--- src/rtl/cubic_bezier_point_eval_top_defines.svh ---
// Assertion macros shared by the cubic Bezier evaluator RTL.
`ifndef CUBIC_BEZIER_POINT_EVAL_TOP_DEFINES_SVH
`define CUBIC_BEZIER_POINT_EVAL_TOP_DEFINES_SVH

`ifndef SYNTHESIS
// Condition that must hold at every clock edge outside reset.
`define BEZ_ASSERT(lbl, expr, msg) \
    lbl: assert property (@(posedge clk) disable iff (!rst_n) (expr)) else $error(msg);
// Antecedent in this cycle implies consequent in the next.
`define BEZ_ASSERT_NEXT(lbl, ante, cons, msg) \
    lbl: assert property (@(posedge clk) disable iff (!rst_n) (ante) |=> (cons)) \
        else $error(msg);
`else
`define BEZ_ASSERT(lbl, expr, msg)
`define BEZ_ASSERT_NEXT(lbl, ante, cons, msg)
`endif

`endif

--- src/rtl/bez_pkg.sv ---
// Package: constants, types and the Bernstein weight function of the Bezier evaluator.
`timescale 1ns / 1ps
package bez_pkg;

    localparam int STEPS_DEF     = 100;
    localparam int FRAC_BITS_DEF = 32;

    localparam int COORD_W   = 16;  // control point coordinate / result width
    localparam int STEP_W    = 7;   // step_index width
    localparam int N_CTRL    = 4;   // control points
    localparam int N_REGS    = 2 * N_CTRL;
    localparam int CFG_IDX_W = 3;
    localparam int TERM_W    = COORD_W + 2;  // signed term, |term| <= 2^15
    localparam int SUM_W     = TERM_W + 2;   // sum of four terms

    typedef struct packed {
        logic prod;  // load partial products
        logic term;  // load signed term
    } term_en_t;

    // floor(C(3,idx) * k^idx * (steps-k)^(3-idx) * 2^frac_bits / steps^3),
    // by restoring division; evaluated at elaboration only.
    function automatic logic [63:0] bez_weight(input int steps, input int frac_bits,
                                               input int k, input int idx);
        logic [63:0] num;
        logic [63:0] den;
        logic [63:0] q;
        logic [63:0] r;
        int          j;
        int          b;
        num = (idx == 1 || idx == 2) ? 64'd3 : 64'd1;
        for (j = 0; j < 3; j++)
        begin
            num = num * ((j < idx) ? 64'(k) : 64'(steps - k));
        end
        den = 64'(steps) * 64'(steps) * 64'(steps);
        if (num >= den)
        begin
            q = 64'd1;
            r = num - den;
        end
        else
        begin
            q = 64'd0;
            r = num;
        end
        for (b = 0; b < frac_bits; b++)
        begin
            r = r << 1;
            q = q << 1;
            if (r >= den)
            begin
                r = r - den;
                q = q | 64'd1;
            end
        end
        return q;
    endfunction

endpackage

--- src/rtl/bez_term.sv ---
// One weight-times-coordinate term: split product, then truncation toward zero.
`timescale 1ns / 1ps
module bez_term #(
    parameter int FRAC_BITS = bez_pkg::FRAC_BITS_DEF
) (
    input  logic                               clk,
    input  bez_pkg::term_en_t                  en,
    input  logic [FRAC_BITS:0]                 weight,
    input  logic signed [bez_pkg::COORD_W-1:0] coord,
    output logic signed [bez_pkg::TERM_W-1:0]  term
);
    import bez_pkg::*;

    localparam int WW    = FRAC_BITS + 1;
    localparam int SPLIT = (WW + 1) / 2;
    localparam int HI_W  = WW - SPLIT;

    logic              neg;
    logic [COORD_W-1:0] mag;   // 0x8000 reads as 32768

    logic [SPLIT+COORD_W-1:0] lo_reg;
    logic [SPLIT+COORD_W-1:0] lo_next;
    logic [HI_W+COORD_W-1:0]  hi_reg;
    logic [HI_W+COORD_W-1:0]  hi_next;
    logic [WW+COORD_W-1:0]    full;
    logic [COORD_W:0]         tmag;
    logic signed [TERM_W-1:0] term_reg;
    logic signed [TERM_W-1:0] term_next;

    assign neg = coord[COORD_W-1];
    assign mag = neg ? COORD_W'(-coord) : COORD_W'(coord);

    // two narrow products instead of one wide one
    assign lo_next = (SPLIT+COORD_W)'(weight[SPLIT-1:0]) * (SPLIT+COORD_W)'(mag);
    assign hi_next = (HI_W+COORD_W)'(weight[WW-1:SPLIT]) * (HI_W+COORD_W)'(mag);

    assign full = {hi_reg, {SPLIT{1'b0}}} + (WW+COORD_W)'(lo_reg);
    assign tmag = full[WW+COORD_W-1:FRAC_BITS];
    assign term_next = neg ? -TERM_W'(tmag) : TERM_W'(tmag);

    always_ff @(posedge clk)
    begin
        if (en.prod)
        begin
            lo_reg <= lo_next;
            hi_reg <= hi_next;
        end
        if (en.term)
        begin
            term_reg <= term_next;
        end
    end

    assign term = term_reg;

endmodule

--- config.mk ---
export PLATFORM = sky130hd
export DESIGN_NAME = bez_term
export DESIGN_NICKNAME = d
export VERILOG_FILES = /design/src/rtl/cubic_bezier_point_eval_top_defines.svh /design/src/rtl/bez_pkg.sv /design/src/rtl/bez_term.sv
export SDC_FILE = /design/constraint.sdc
export NUM_CORES = 1
export LEC_CHECK = 0
export BUFFER_PORTS_ARGS = -buffer_cell sky130_fd_sc_hd__buf_2
export CAP_MARGIN = 20
export CELL_PAD_IN_SITES_DETAIL_PLACEMENT = 1
export CELL_PAD_IN_SITES_GLOBAL_PLACEMENT = 2
export CORE_UTILIZATION = 38
export DETAILED_ROUTE_END_ITERATION = 10
export PLACE_DENSITY_LB_ADDON = 0.1
export SLEW_MARGIN = 20
export SYNTH_ARGS = -nofsm -noshare
export SYNTH_HDL_FRONTEND = slang
export SYNTH_SLANG_ARGS = --single-unit
--- constraint.sdc ---
create_clock -name clk -period 8 [get_ports clk]
set_input_delay 1.2 -clock clk [delete_from_list [all_inputs] [get_ports clk]]
set_output_delay 1.2 -clock clk [all_outputs]
set_load 0.03 [all_outputs]
# Word level (Yosys, flattened, before mapping)

Cells that the tools add are included.

Register bits after elaboration: 83
Bits of input ports: 52
Logic and storage cells: 11

Add/subtract/negate cells: 3
$mul: 2
Muxes and demuxes: 2

Operators by type and width:

| kind             | number |
|---|---|
| $add A49 B33 Y49 | 1 |
| $mul A17 B16 Y33 | 1 |
| $mul A16 B16 Y32 | 1 |
| $neg A17 Y18     | 1 |
| $mux W17         | 1 |
| $mux W16         | 1 |
| $neg A16 Y16     | 1 |

# Logic depth before layout (Yosys ltp)

Word-level depth: 3
Depth in mapped cells: 31

# Worst setup path before layout

OpenSTA, ideal clock, no wires.

Kind: input -> register
From: in coord[0] (netlist bit)
To: reg hi_reg[30] (data pin)
Library setup time: 0.262 ns
Arrival time: 7.851 ns
Required time: 7.738 ns
Setup slack: -0.113 ns
Stages on the path: 29
Path through: clkbuf_1 -> clkbuf_1 -> inv_1 -> ha_1 -> nand2_1 -> nand2_1 -> xnor2_1 -> clkbuf_1 -> nand2_1 -> fa_1 -> inv_1 -> fa_1 -> inv_1 -> fa_1 -> inv_1 -> fa_1 -> fa_1 -> inv_1 -> fa_1 -> inv_1 -> ha_1 -> or4_1 -> o32ai_1 -> o21ai_0 -> a41oi_2 -> a21oi_1 -> a221oi_2 -> a21oi_1 -> xor2_1

Cells in the longest elaborated chain, start to end: 3

Ends and longest elaborated chain:

| item                 | line           | RTL |
|---|---|---|
| start, declared      | bez_term.sv:9  | `input logic signed [bez_pkg::COORD_W-1:0] coord,` |
| $neg A16 Y16         | bez_term.sv:31 | `assign mag = neg ? COORD_W'(-coord) : COORD_W'(coord);` |
| $mux W16 (*)         | bez_term.sv:31 |  |
| $mul A16 B16 Y32 (*) | bez_term.sv:35 | `assign hi_next = (HI_W+COORD_W)'(weight[WW-1:SPLIT]) * (HI_W+COORD_W)'(mag);` |
| net hi_next[30]      | bez_term.sv:24 | `logic [HI_W+COORD_W-1:0] hi_next;` |
| end signal, assigned | bez_term.sv:46 | `hi_reg <= hi_next;` |
| end, declared        | bez_term.sv:23 | `logic [HI_W+COORD_W-1:0] hi_reg;` |

The timed path passes the listed nets; every way through them passes the cells marked *.
A chain may end at the register's enable or synchronous reset.

# Worst setup path in the final report

From: in coord[5] (netlist bit)
To: reg lo_reg[26] (data pin)

Cells in the longest elaborated chain, start to end: 3

Ends and longest elaborated chain:

| item                 | line           | RTL |
|---|---|---|
| $neg A16 Y16         | bez_term.sv:31 |  |
| $mux W16 (*)         | bez_term.sv:31 |  |
| $mul A17 B16 Y33 (*) | bez_term.sv:34 | `assign lo_next = (SPLIT+COORD_W)'(weight[SPLIT-1:0]) * (SPLIT+COORD_W)'(mag);` |
| net lo_next[26]      | bez_term.sv:22 | `logic [SPLIT+COORD_W-1:0] lo_next;` |
| end signal, assigned | bez_term.sv:45 | `lo_reg <= lo_next;` |
| end, declared        | bez_term.sv:21 | `logic [SPLIT+COORD_W-1:0] lo_reg;` |

Marked as above.

==> impl_summary.md <==
Timing
Setup repair after global routing could not meet its margin everywhere. Measured against its own limit, the worst slew margin works out to between 50% and 60%. The final hold violation count is 0. The setup clock skew after layout is ~0.013 ns.

Of the available clock period, the critical path in the final layout requires 97.6%. Setup violations remaining at the end of the flow were counted as 0. After layout, the worst setup slack is roughly 0.19 ns. The final count of pins violating max slew was 0. The worst path needs 7.81 ns of the cycle, external delays included. The measured slew at the worst slew-check pin is around 0.70 ns. Derived from the worst setup path, the maximum achievable clock frequency is 128 MHz.

Logic synthesis
The leading register cell type out of synthesis is sky130_fd_sc_hd__edfxtp_1. Synthesis inferred 66 register bits. The fraction of the yosys area taken by sequential cells is 9.82%. The most frequent cell after synthesis is sky130_fd_sc_hd__inv_1. By area the synthesized netlist is led by sky130_fd_sc_hd__fa_1 (40%), sky130_fd_sc_hd__ha_1 (14%), sky130_fd_sc_hd__edfxtp_1 (9.8%). The synthesized net count is between 2000 and 3000. For this run, asynchronously set or reset flops after synthesis account for 0%. The post-synthesis area per instance is a little over 9 um2. In this run, distinct cell masters in the synthesized netlist total 72. By count the netlist is led by sky130_fd_sc_hd__inv_1 (464), sky130_fd_sc_hd__fa_1 (401), sky130_fd_sc_hd__nand2_1 (338), sky130_fd_sc_hd__ha_1 (223), sky130_fd_sc_hd__and2_1 (210).

The cell taking the most area after synthesis is sky130_fd_sc_hd__fa_1. The number of enable flip-flop cells after synthesis is 66. During synthesis, Yosys emitted a total of 0 warnings.

The post-synth design cell area is approximately 20000 um2. The top-area cell type share of the netlist area is 39.8%. After technology mapping, the gate count stands at 2194.

Die
The die extent in y is approximately 230 um. The floorplan step set the die width to roughly 230 um. In this run the count of I/O pins placed on the die edge is 70. The floorplan step defined a core boundary enclosing between 50000 and 60000 um2. The area of the die is roughly 54000 um2. Once the floorplan was initialized, standard cells occupied approximately two fifths of the core. The number of rows created at floorplan is between 80 and 90.

Clock tree
The clock transition time at the flip-flop clock pins of the worst setup and hold paths is roughly 0.060 ns. The cell at the root of the clock tree is sky130_fd_sc_hd__clkbuf_16. The clock drives 66 sinks. The number of hold buffers added after CTS was 0. The number of clock buffers inserted by TritonCTS is 9. The longest clock path from root to sink contains 2 buffers. The clock reaches the later pin of the worst-skew pair after 0.36 ns. The TritonCTS clock tree is done. The H-tree generated during clock tree synthesis spans 3 levels.

Final layout
The finished cells cover ~23000 um2. In the final design database the tool counted a little over 3000 nets. The flip-flop count of the largest register after layout is 32. For this run, the share of the core covered by cells in the final layout is between 40% and 50%. The number of diodes added for antenna fixing is 0. The number of standard cells in the layout, taps in and fillers out is between 3000 and 4000. The fraction of layout instances using a drive strength above 1 is between 10% and 20%. The area growth from synthesis to layout is 13.8%.

Worst hold path
The launch instance of the worst min-delay path is hi_reg[28]$_DFFE_PP_. The min-delay analysis places its worst path in the category reg -> reg.

Worst setup path
The startpoint of the worst setup timing path is coord[5]. The most frequent cell on the critical path is sky130_fd_sc_hd__fa_1. The maximum fanout count along the critical path is 11.

STA classifies the critical path endpoint as a flip-flop. The arrival time reported for the critical path endpoint is 7.91 ns. In this design, the stage delay of the slowest critical-path cell is ~0.56 ns. The worst setup path is of the in -> reg kind. The slowest cell on the critical path is sky130_fd_sc_hd__or4_4. STA puts the critical path data required time at slightly above 8 ns. STA classifies the critical path startpoint as an input pin. In this run the critical register-to-register path is launched from lo_reg[18]$_DFFE_PP_.

Place
The final weighted congestion in routability-driven placement is 0.836. The setup slack at placement is -0.567 ns. The quantity of I/O buffers inserted on ports is 69. The placed wire-length estimate is ~50000 um. The number of placed instances, taps included, is ~3000. In this run the cell area measured after placement is 22400 um2.

Detailed routing
The mean routed wirelength per cell is slightly below 20 um. The post-route antenna net violation count is 0. The via density per instance is 4.98. The pre-antenna-repair detailed-routing pass consisted of 5 iterations. The iteration-0 DRC count of the detailed router is 545. Wires add up to roughly 59000 um. For this run, design rule violations remaining after detail routing come to 0. For this block, the via count after detailed routing is roughly 15000.

Job
The max-capacitance violation count is 0.

Status
The run finished with clean final reports.

GRT
The sum of overflow across all layers after global routing is 0. The number of antenna violations at the first check in global routing came to 1. The overall routing resource usage is between 20% and 30%. The via count of the first global-routing pass is 17100.

The first global-routing pass estimated about 96000 um of wire. Entering global routing, the biggest net connects 49 pins.
## through the flow
stage	TNS, ns	hold WS, ns
floorplan	0	0.559
global placement	-5.17	0.676
detailed placement	-6.09	0.671
CTS	0	0.692
global route	-0.327	0.702
finish	0	0.685
## logic make-up (layout without fill, tap and decap cells)
kind of cell	Yosys count	after routing	synth area share (%)
AND/OR/NAND/NOR	708	708	17.2
adder cells (fa/ha/maj)	624	624	53.6
buffers and inverters	556	710	10.4
AO/OA/AOI/OAI	166	166	5.84
XOR/XNOR	73	73	3.17
flip-flops	66	66	9.82
multiplexers	1	1	0.0496
## per-layer routing
| metal | track usage [%] | up-vias | share of wire (%) |
|---|---|---|---|
| met5 | 0 | - | 0 |
| met4 | 3.31 | 0 | 1.2 |
| met3 | 1.73 | 44 | 2.0 |
| met2 | 41.1 | 143 | 52 |
| met1 | 30.9 | 7938 | 45 |
| li1 | - | 6994 | - |
## placed cells by master, fill, tap and decap left out, types with 12 or more instances in the layout
cell,count
sky130_fd_sc_hd__edfxtp_1,66
sky130_fd_sc_hd__a21o_1,12
sky130_fd_sc_hd__buf_12,13
sky130_fd_sc_hd__xor2_1,19
sky130_fd_sc_hd__o21a_1,16
sky130_fd_sc_hd__nand3_1,18
sky130_fd_sc_hd__buf_2,69
sky130_fd_sc_hd__buf_4,142
sky130_fd_sc_hd__nor3_1,19
sky130_fd_sc_hd__nand2_1,338
sky130_fd_sc_hd__nor2b_1,20
sky130_fd_sc_hd__fa_1,400
sky130_fd_sc_hd__o21ai_0,14
sky130_fd_sc_hd__and2_1,210
sky130_fd_sc_hd__nor2_1,45
sky130_fd_sc_hd__a21oi_1,38
sky130_fd_sc_hd__ha_1,221
sky130_fd_sc_hd__xnor2_1,41
sky130_fd_sc_hd__inv_1,464
## path summary, 6_finish.rpt
| path | to | slack (ns) | cells past startpoint |
|---|---|---|---|
| worst max register to register | term[12]$_DFFE_PP_ | 4.25 | 11 |
| worst max-delay path | lo_reg[26]$_DFFE_PP_ | 0.19 | 29 |
| worst min-delay path | term[13]$_DFFE_PP_ | 0.69 | 1 |
| worst min register to register | term[13]$_DFFE_PP_ | 0.69 | 1 |
## cell type report
class / instances / area [um2]
fill: 6092 / 29600
multi-input combinational: 1572 / 16400
sequential: 66 / 1980
inverter: 464 / 1740
timing repair buffer: 230 / 1740
tap: 688 / 861
clock buffer: 10 / 229
clock inverter: 6 / 41.3
## what timing repair did
action,CTS,global route
gates resized for setup,6,36
pin swaps,6,15
setup endpoints to repair,9,15
buffers inserted,3,5
## worst max-delay path: cells and delay by family
kind	cells	cell delay (ns)
AO/OA/AOI/OAI	5	0.82
XOR/XNOR	2	0.28
adder cells (fa/ha/maj)	7	3.17
buffers and inverters	7	0.84
AND/OR/NAND/NOR	8	1.58
Power is left out: the tool's default activity adds up to more than one toggle a clock period on the data nets, which glitch-free logic cannot reach.
